===== src/rtl/kmdd_pkg.sv =====
package kmdd_pkg;

    localparam logic [15:0] HDR_BYTES    = 16'd3;
    localparam logic [15:0] MAX_BODY_RST = 16'd8192;

    typedef enum logic [1:0] {
        KIND_DATA     = 2'd0,
        KIND_EMPTY    = 2'd1,
        KIND_OVERSIZE = 2'd2
    } t_kind;

    // per-byte result of the body lane
    typedef struct packed {
        logic [7:0]  plain;
        logic        last;
        logic [15:0] pos_next;
    } t_body_res;

endpackage


===== src/rtl/kmdd_if.sv =====
interface kmdd_cfg_if;
    logic        valid;
    logic        ready;
    logic [15:0] max_body_length;

    modport source (output valid, output max_body_length, input ready);
    modport sink (input valid, input max_body_length, output ready);
endinterface

interface kmdd_rx_if;
    logic       valid;
    logic       ready;
    logic [7:0] rx_byte;

    modport source (output valid, output rx_byte, input ready);
    modport sink (input valid, input rx_byte, output ready);
endinterface

interface kmdd_res_if;
    logic        valid;
    logic        ready;
    logic [1:0]  kind;
    logic [7:0]  plain_byte;
    logic [15:0] byte_index;
    logic [7:0]  message_key;
    logic [15:0] body_length;
    logic        last;

    modport source (
        output valid, output kind, output plain_byte, output byte_index,
        output message_key, output body_length, output last, input ready
    );
    modport sink (
        input valid, input kind, input plain_byte, input byte_index,
        input message_key, input body_length, input last, output ready
    );
endinterface


===== src/rtl/keyed_message_deframer_descrambler_unit.sv =====
// channel   dir  modport  payload
// i_cfg     in   sink     max_body_length[15:0]
// i_rx      in   sink     rx_byte[7:0]
// o_res     out  source   kind, plain_byte, byte_index, message_key, body_length, last
//
// one byte per cycle while i_rx.ready is high: each byte is parsed in the cycle it
// is taken, body bytes are descrambled there too, and any result lands in the output register on the same edge.
// a stalled result holds the output register; i_rx.ready drops only while a
// result is waiting and o_res.ready is low. i_cfg is always ready.
// reset returns to key parsing with max_body_length at 8192.
module keyed_message_deframer_descrambler_unit (
    input  logic i_clk,
    input  logic i_rst_n,
    kmdd_cfg_if.sink   i_cfg,
    kmdd_rx_if.sink    i_rx,
    kmdd_res_if.source o_res
);
    import kmdd_pkg::*;

    typedef enum logic [1:0] {
        PH_KEY,
        PH_LEN_LO,
        PH_LEN_HI,
        PH_BODY
    } t_phase;

    t_phase      r_phase, n_phase;
    logic [15:0] r_max, n_max;
    logic [7:0]  r_key, n_key;
    logic [7:0]  r_len_low, n_len_low;
    logic [15:0] r_body_len, n_body_len;
    logic [15:0] r_body_pos, n_body_pos;

    logic        r_out_valid, n_out_valid;
    t_kind       r_kind, n_kind;
    logic [7:0]  r_plain, n_plain;
    logic [15:0] r_index, n_index;
    logic [7:0]  r_msg_key, n_msg_key;
    logic [15:0] r_out_len, n_out_len;
    logic        r_last, n_last;

    logic        in_ready;
    logic        take;
    logic [15:0] total;
    logic [15:0] hdr_len;
    t_body_res   body_res;

    kmdd_descramble u_descramble (
        .i_byte     (i_rx.rx_byte),
        .i_key      (r_key),
        .i_body_len (r_body_len),
        .i_body_pos (r_body_pos),
        .o_res      (body_res)
    );

    assign in_ready = !r_out_valid || o_res.ready;
    assign take     = i_rx.valid && in_ready;
    assign total    = {i_rx.rx_byte, r_len_low};
    assign hdr_len  = total - HDR_BYTES;

    always_comb begin
        n_phase     = r_phase;
        n_max       = r_max;
        n_key       = r_key;
        n_len_low   = r_len_low;
        n_body_len  = r_body_len;
        n_body_pos  = r_body_pos;
        n_out_valid = r_out_valid && !o_res.ready;
        n_kind      = r_kind;
        n_plain     = r_plain;
        n_index     = r_index;
        n_msg_key   = r_msg_key;
        n_out_len   = r_out_len;
        n_last      = r_last;

        if (i_cfg.valid) begin
            n_max = i_cfg.max_body_length;
        end

        if (take) begin
            unique case (r_phase)
                PH_KEY: begin
                    n_key   = i_rx.rx_byte;
                    n_phase = PH_LEN_LO;
                end
                PH_LEN_LO: begin
                    n_len_low = i_rx.rx_byte;
                    n_phase   = PH_LEN_HI;
                end
                PH_LEN_HI: begin
                    n_body_len = hdr_len;
                    n_body_pos = 16'd0;
                    n_msg_key  = r_key;
                    n_plain    = 8'd0;
                    n_index    = 16'd0;
                    n_last     = 1'b1;
                    n_out_len  = hdr_len;
                    priority if (total == HDR_BYTES) begin
                        n_phase     = PH_KEY;
                        n_out_valid = 1'b1;
                        n_kind      = KIND_EMPTY;
                    end else if (total < HDR_BYTES || hdr_len > r_max) begin
                        // short totals wrap to a huge length and always overflow
                        n_phase     = PH_KEY;
                        n_out_valid = 1'b1;
                        n_kind      = KIND_OVERSIZE;
                    end else begin
                        n_phase = PH_BODY;
                    end
                end
                PH_BODY: begin
                    n_out_valid = 1'b1;
                    n_kind      = KIND_DATA;
                    n_plain     = body_res.plain;
                    n_index     = r_body_pos;
                    n_msg_key   = r_key;
                    n_out_len   = r_body_len;
                    n_last      = body_res.last;
                    n_body_pos  = body_res.pos_next;
                    if (body_res.last) begin
                        n_phase = PH_KEY;
                    end
                end
                default: begin
                    n_phase = PH_KEY;
                end
            endcase
        end
    end

    always_ff @(posedge i_clk) begin
        if (!i_rst_n) begin
            r_phase     <= PH_KEY;
            r_max       <= MAX_BODY_RST;
            r_key       <= 8'd0;
            r_len_low   <= 8'd0;
            r_body_len  <= 16'd0;
            r_body_pos  <= 16'd0;
            r_out_valid <= 1'b0;
        end else begin
            r_phase     <= n_phase;
            r_max       <= n_max;
            r_key       <= n_key;
            r_len_low   <= n_len_low;
            r_body_len  <= n_body_len;
            r_body_pos  <= n_body_pos;
            r_out_valid <= n_out_valid;
        end
        r_kind    <= n_kind;
        r_plain   <= n_plain;
        r_index   <= n_index;
        r_msg_key <= n_msg_key;
        r_out_len <= n_out_len;
        r_last    <= n_last;
    end

    assign i_cfg.ready       = 1'b1;
    assign i_rx.ready        = in_ready;
    assign o_res.valid       = r_out_valid;
    assign o_res.kind        = r_kind;
    assign o_res.plain_byte  = r_plain;
    assign o_res.byte_index  = r_index;
    assign o_res.message_key = r_msg_key;
    assign o_res.body_length = r_out_len;
    assign o_res.last        = r_last;

endmodule


===== src/rtl/kmdd_descramble.sv =====
module kmdd_descramble (
    input  logic [7:0]          i_byte,
    input  logic [7:0]          i_key,
    input  logic [15:0]         i_body_len,
    input  logic [15:0]         i_body_pos,
    output kmdd_pkg::t_body_res o_res
);
    import kmdd_pkg::*;

    logic [7:0]  remain_lo;
    logic [7:0]  mixed;
    logic [15:0] pos_inc;

    assign remain_lo = i_body_len[7:0] - i_body_pos[7:0];
    assign mixed     = i_byte ^ i_key ^ remain_lo;
    assign pos_inc   = i_body_pos + 16'd1;

    always_comb begin
        // a zero key leaves the body in the clear
        o_res.plain    = (i_key == 8'd0) ? i_byte : (mixed - (i_body_pos[7:0] ^ i_key));
        o_res.last     = (pos_inc == i_body_len);
        o_res.pos_next = o_res.last ? 16'd0 : pos_inc;
    end

endmodule


===== src/flat_wrapper.sv =====
// flat-port wrapper written by rule: the top's interface ports become plain ports
module keyed_message_deframer_descrambler_unit_flat import kmdd_pkg::*;
  (i_clk, i_rst_n, i_cfg_valid, i_cfg_max_body_length, i_cfg_ready, i_rx_valid, i_rx_rx_byte, i_rx_ready, o_res_valid, o_res_kind, o_res_plain_byte, o_res_byte_index, o_res_message_key, o_res_body_length, o_res_last, o_res_ready);
  kmdd_cfg_if i_cfg_i ();
  kmdd_rx_if i_rx_i ();
  kmdd_res_if o_res_i ();
  input  logic i_clk;
  input  logic i_rst_n;
  input wire logic [$bits(i_cfg_i.valid)-1:0] i_cfg_valid;
  input wire logic [$bits(i_cfg_i.max_body_length)-1:0] i_cfg_max_body_length;
  output wire logic [$bits(i_cfg_i.ready)-1:0] i_cfg_ready;
  input wire logic [$bits(i_rx_i.valid)-1:0] i_rx_valid;
  input wire logic [$bits(i_rx_i.rx_byte)-1:0] i_rx_rx_byte;
  output wire logic [$bits(i_rx_i.ready)-1:0] i_rx_ready;
  output wire logic [$bits(o_res_i.valid)-1:0] o_res_valid;
  output wire logic [$bits(o_res_i.kind)-1:0] o_res_kind;
  output wire logic [$bits(o_res_i.plain_byte)-1:0] o_res_plain_byte;
  output wire logic [$bits(o_res_i.byte_index)-1:0] o_res_byte_index;
  output wire logic [$bits(o_res_i.message_key)-1:0] o_res_message_key;
  output wire logic [$bits(o_res_i.body_length)-1:0] o_res_body_length;
  output wire logic [$bits(o_res_i.last)-1:0] o_res_last;
  input wire logic [$bits(o_res_i.ready)-1:0] o_res_ready;
  assign i_cfg_i.valid = i_cfg_valid;
  assign i_cfg_i.max_body_length = i_cfg_max_body_length;
  assign i_cfg_ready = i_cfg_i.ready;
  assign i_rx_i.valid = i_rx_valid;
  assign i_rx_i.rx_byte = i_rx_rx_byte;
  assign i_rx_ready = i_rx_i.ready;
  assign o_res_valid = o_res_i.valid;
  assign o_res_kind = o_res_i.kind;
  assign o_res_plain_byte = o_res_i.plain_byte;
  assign o_res_byte_index = o_res_i.byte_index;
  assign o_res_message_key = o_res_i.message_key;
  assign o_res_body_length = o_res_i.body_length;
  assign o_res_last = o_res_i.last;
  assign o_res_i.ready = o_res_ready;
  keyed_message_deframer_descrambler_unit u_core (.i_clk(i_clk), .i_rst_n(i_rst_n), .i_cfg(i_cfg_i), .i_rx(i_rx_i), .o_res(o_res_i));
endmodule

===== config.mk =====
export PLATFORM = sky130hd
export DESIGN_NAME = keyed_message_deframer_descrambler_unit_flat
export DESIGN_NICKNAME = d
export VERILOG_FILES = /design/src/rtl/kmdd_pkg.sv /design/src/rtl/kmdd_if.sv /design/src/rtl/keyed_message_deframer_descrambler_unit.sv /design/src/rtl/kmdd_descramble.sv /design/src/flat_wrapper.sv
export SDC_FILE = /design/constraint.sdc
export NUM_CORES = 1
export LEC_CHECK = 0
export BUFFER_PORTS_ARGS = -buffer_cell sky130_fd_sc_hd__buf_2
export CORE_MARGIN = 2
export CORE_UTILIZATION = 60
export CTS_CLUSTER_DIAMETER = 40
export DETAILED_ROUTE_END_ITERATION = 6
export HOLD_SLACK_MARGIN = 0.06
export PLACE_DENSITY = 0.82
export SYNTH_ARGS = -nofsm -noshare
export SYNTH_HDL_FRONTEND = slang
export SYNTH_SLANG_ARGS = --single-unit

===== constraint.sdc =====
create_clock -name i_clk -period 8.8 [get_ports i_clk]
set_input_delay 0.88 -clock i_clk [delete_from_list [all_inputs] [get_ports i_clk]]
set_output_delay 0.88 -clock i_clk [all_outputs]
set_load 0.01 [all_outputs]

==> metrics.md <==
| Metric | Value |
|---|---|
| DR vias | `~5,300` |
| FF-to-FF setup slack | `between 4 and 5 ns` |
| Crit start category | `flip-flop` |
| Combinational power share | `roughly 15%` |
| Sw power | `a little over 400 uW` |
| Worst vdd ir | `0.127 mV` |
| Die height | `109 um` |
| Root Buffer | `clkbuf_8` |
| Number of flops mapped to enable cells by yosys | `a little over 50` |
| Library cells used by synthesis | `70` |
| GRT Util Overall | `between 20% and 30%` |
| First-pass GRT wire length | `about 25 mm` |
| CTS resizes | `0` |
| Worst setup path class | `reg2reg` |
| Status | `finished with violations` |
| Final ANT Viol Nets | `0` |
| CP max FO | `6` |
| Synth Area per Inst | `between 9 and 10 sq um` |
| Drt drc | `1` |
| Sw frac | `between 20% and 30%` |
| Starting density of the core | `slightly above 60%` |
| Reg2Reg Depth | `13` |
| # fillers | `a little over 800` |
| H-tree levels | `4` |
| Rel. slew slack | `26.9%` |
| R2r startpoint | `u_core.r_len_low[2]` |
| Synthesized flop and latch total | `118` |
| Least-Margin Pin Slew | `around 1.1 ns` |
| Power Dens Cells | `198 mW/mm^2` |
| Vias in the first global route | `about 5,200` |
| Core Region | `between 0.01 and 0.015 sq mm` |
| CTS Buffer Depth | `2` |
| Slew Viols, Final | `0` |
| DRT Pass-1 Iters | `7` |
| Worst EP arrival | `around 4.7 ns` |
| HPWL after DPL | `10.9 mm` |
| Reg-to-reg endpoint | `u_core.o_res.valid` |
| Critical path's slowest cell | `a2111oi_0` |
| Final period util | `48.1%` |
| Failing checks | `DRC` |
| Clk_lat worst skew | `between 0.5 and 0.6 ns` |
| # hold bufs at CTS | `0` |
| Prevailing post-synth register cell | `dfxtp_1` |
| Iteration-0 DRC Markers | `380` |
| Post-Route WL | `roughly 16 mm` |
| CP startpoint | `u_core.r_len_low[2]` |
| Port buffer count | `81` |
| Setup Skew | `roughly 0.0083 ns` |
| IO Pins | `83` |
| Row cnt | `38` |
| CTS Sinks | `about 120` |
| Max incr delay on CP | `roughly 0.82 ns` |
| Number of synthesis warnings | `0` |
| Setup Buffers After CTS | `0` |
| Reg power frac | `around two fifths` |
| Min Hold Slack | `between 0.4 and 0.5 ns` |
| Pin count of the biggest net entering global routing | `63` |
| Grt total ovfl | `0` |
| Via/cell ratio | `roughly 6` |
| CTS clock-pin slew for the worst setup and hold paths | `around 0.060 ns` |
| Clock share of power | `between 40 and 50%` |
| RSZ-0062 raised after global routing | `no` |
| Fmax | `~240 MHz` |
| Syn Std Cell Area | `between 0.006 and 0.007 sq mm` |
| Top cell by count, worst path | `a21o_1` |
| Fin nets | `around 800` |
| Die Wd | `~110 um` |
| Register Area | `approximately 0.0029 sq mm` |
| Max-cap violation count | `0` |
| Endpoints failing hold | `0` |
| Area Overhead vs Synth | `15.3%` |
| Pleak | `roughly 0.0032 uW` |
| Internal power | `1110 uW` |
| CP cell instances | `a2111oi_0 > nand3b_1 > xor2_1 > inv_1 > ha_1 > a21o_1 > a21o_1 > a221o_1 > a221oi_1 > o31ai_1 > a211oi_1 > o21ai_0 > and2_1` |
| WL/cell | `between 15 and 20 um` |
| CTS buffer count | `17` |
| Synthesized net count | `approximately 740` |
| Crit path to | `u_core.o_res.valid` |
| Req. time, crit path | `approximately 9.2 ns` |
| Min-Delay Path Class | `reg2reg` |
| Syn Inst Count | `~680` |
| Crit path capture type | `flip-flop` |
| Fin crit period | `about 4.2 ns` |
| Sum Neg Setup Slack | `0 ns` |
| Diode count | `0` |
| Multi-input gate area | `0.00344 sq mm` |
| Initial antenna violation count | `0` |
| Share of cells above drive strength 1 | `a little under a fifth` |
| Async SR Flop Fraction | `0%` |
| Die area | `~0.012 sq mm` |
| Setup violators final | `0` |
| CTS tree | `built` |
| GPL Wtd Cong | `about 0.94` |
| Sequential fraction of the synthesis area | `43.2%` |
| Hold depth | `0` |
-- cell usage after synthesis (13+ instances only) --
cell type   n  share of area (%)
o211a_1    13                2.0
ha_1       31                5.8
edfxtp_1   51                 23
a21oi_1    26                2.0
o21ai_0    14                1.1
inv_1      41                2.3
xnor2_1    46                6.1
mux2i_1    28                4.2
dfxtp_1    67                 20
nand2_1    52                2.9
xor2_1     21                2.8
clkbuf_1   26                1.5
a31oi_1    17                1.6
nor2_1     51                2.9
nor2b_1    28                2.6
-- how the worst min path moves through the flow --
stage | startpoint | slack (ns) | end
after floorplan | u_core.r_key[7] | 0.43 | u_core.o_res.message_key[7]
after global placement | u_core.r_key[7] | 0.44 | u_core.o_res.message_key[7]
after detailed placement | u_core.r_key[7] | 0.45 | u_core.o_res.message_key[7]
after CTS | u_core.r_key[7] | 0.46 | u_core.o_res.message_key[7]
after global routing | u_core.r_key[7] | 0.48 | u_core.o_res.message_key[7]
final | u_core.r_key[7] | 0.46 | u_core.o_res.message_key[7]
-- registers in the layout, summed over array words and instances (netlist names), 2 cells and up --
| name | cells |
|---|---|
| u_core.o_res.plain_byte | 8 |
| u_core.r_key | 8 |
| u_core.r_body_pos | 16 |
| u_core.r_max | 16 |
| u_core.o_res.message_key | 8 |
| u_core.r_len_low | 8 |
| u_core.o_res.byte_index | 16 |
| u_core.r_body_len | 16 |
| u_core.o_res.body_length | 16 |
| u_core.r_phase | 2 |
| u_core.o_res.kind | 2 |
-- layout make-up --
| class | instances | area share [%] |
|---|---|---|
| clock buffer | 20 | 6.38 |
| clock inverter | 12 | 1.47 |
| inverter | 44 | 2.15 |
| multi-input combinational | 476 | 44.8 |
| sequential | 118 | 37.4 |
| tap | 140 | 2.28 |
| timing repair buffer | 83 | 5.48 |
-- power groups by stage --
stage,sequential [uW],clock (uW),combinational (uW)
6_report,608,686,227
5_1_grt,609,714,253
4_1_cts,607,687,225
3_5_place_dp,618,0,222
3_3_place_gp,617,0,213
2_1_floorplan,613,0,169
-- through the flow --
stage | setup WS (ns) | power [uW] | cells | area [sq um] | utilization, %
finish | 4.56 | 1520 | 893 | 7670 | 70.8
global route | 4.15 | 1580 | 893 | 7670 | 70.8
CTS | 4.60 | 1520 | 893 | 7670 | 70.8
detailed placement | 4.52 | 840 | 861 | 7070 | 65.2
global placement | 4.69 | 830 | 861 | 7070 | 65.2
floorplan | 4.88 | 782 | 677 | 6650 | -
-- worst max-delay path: cells and delay by family (launching register included) --
family / cells / cell delay, ns
AOI/OAI and AO/OA: 8 / 2.57
xor gates and xnor gates: 1 / 0.35
adders and majority gates: 1 / 0.31
buffers and inverters: 1 / 0.09
DFF: 1 / 0.37
and+or+nand+nor: 2 / 0.45
-- layout by cell type, fill, tap and decap left out, types with 10 or more instances in the layout --
cell type	Yosys	routed
inv_1	41	40
nor2_1	51	51
nand3_1	10	10
nor3_1	12	12
dfxtp_1	67	67
o21ai_0	14	14
ha_1	31	31
a21boi_0	10	10
nand2_1	52	52
a21oi_1	26	26
and3_1	12	12
nor2b_1	28	28
mux2i_1	28	28
a31oi_1	17	17
edfxtp_1	51	51
xnor2_1	46	46
clkbuf_16	0	19
xor2_1	21	21
buf_2	4	81
o211a_1	13	13
-- metal layers --
| layer | vias to the layer above | GRT usage [%] | routed length, um |
|---|---|---|---|
| li1 | 2517 | - | - |
| met1 | 2536 | 34.7 | 6600 |
| met2 | 246 | 45.8 | 7600 |
| met3 | 45 | 6.05 | 982 |
| met4 | 0 | 13.1 | 488 |
| met5 | - | 0 | 0 |
-- cell families (layout without fill, tap and decap cells) --
| logic type | Yosys count | in the layout | share of synthesized area, % |
|---|---|---|---|
| compound gates | 119 | 119 | 12.5 |
| xor+xnor | 69 | 69 | 9.41 |
| fa+ha+maj | 33 | 33 | 6.43 |
| buf+inv | 83 | 159 | 5.15 |
| flops | 118 | 118 | 43.2 |
| mux | 29 | 29 | 4.38 |
| other cells | 1 | 1 | 0.0564 |
| simple gates | 225 | 225 | 18.9 |
Power figures use the tool's default switching activity.
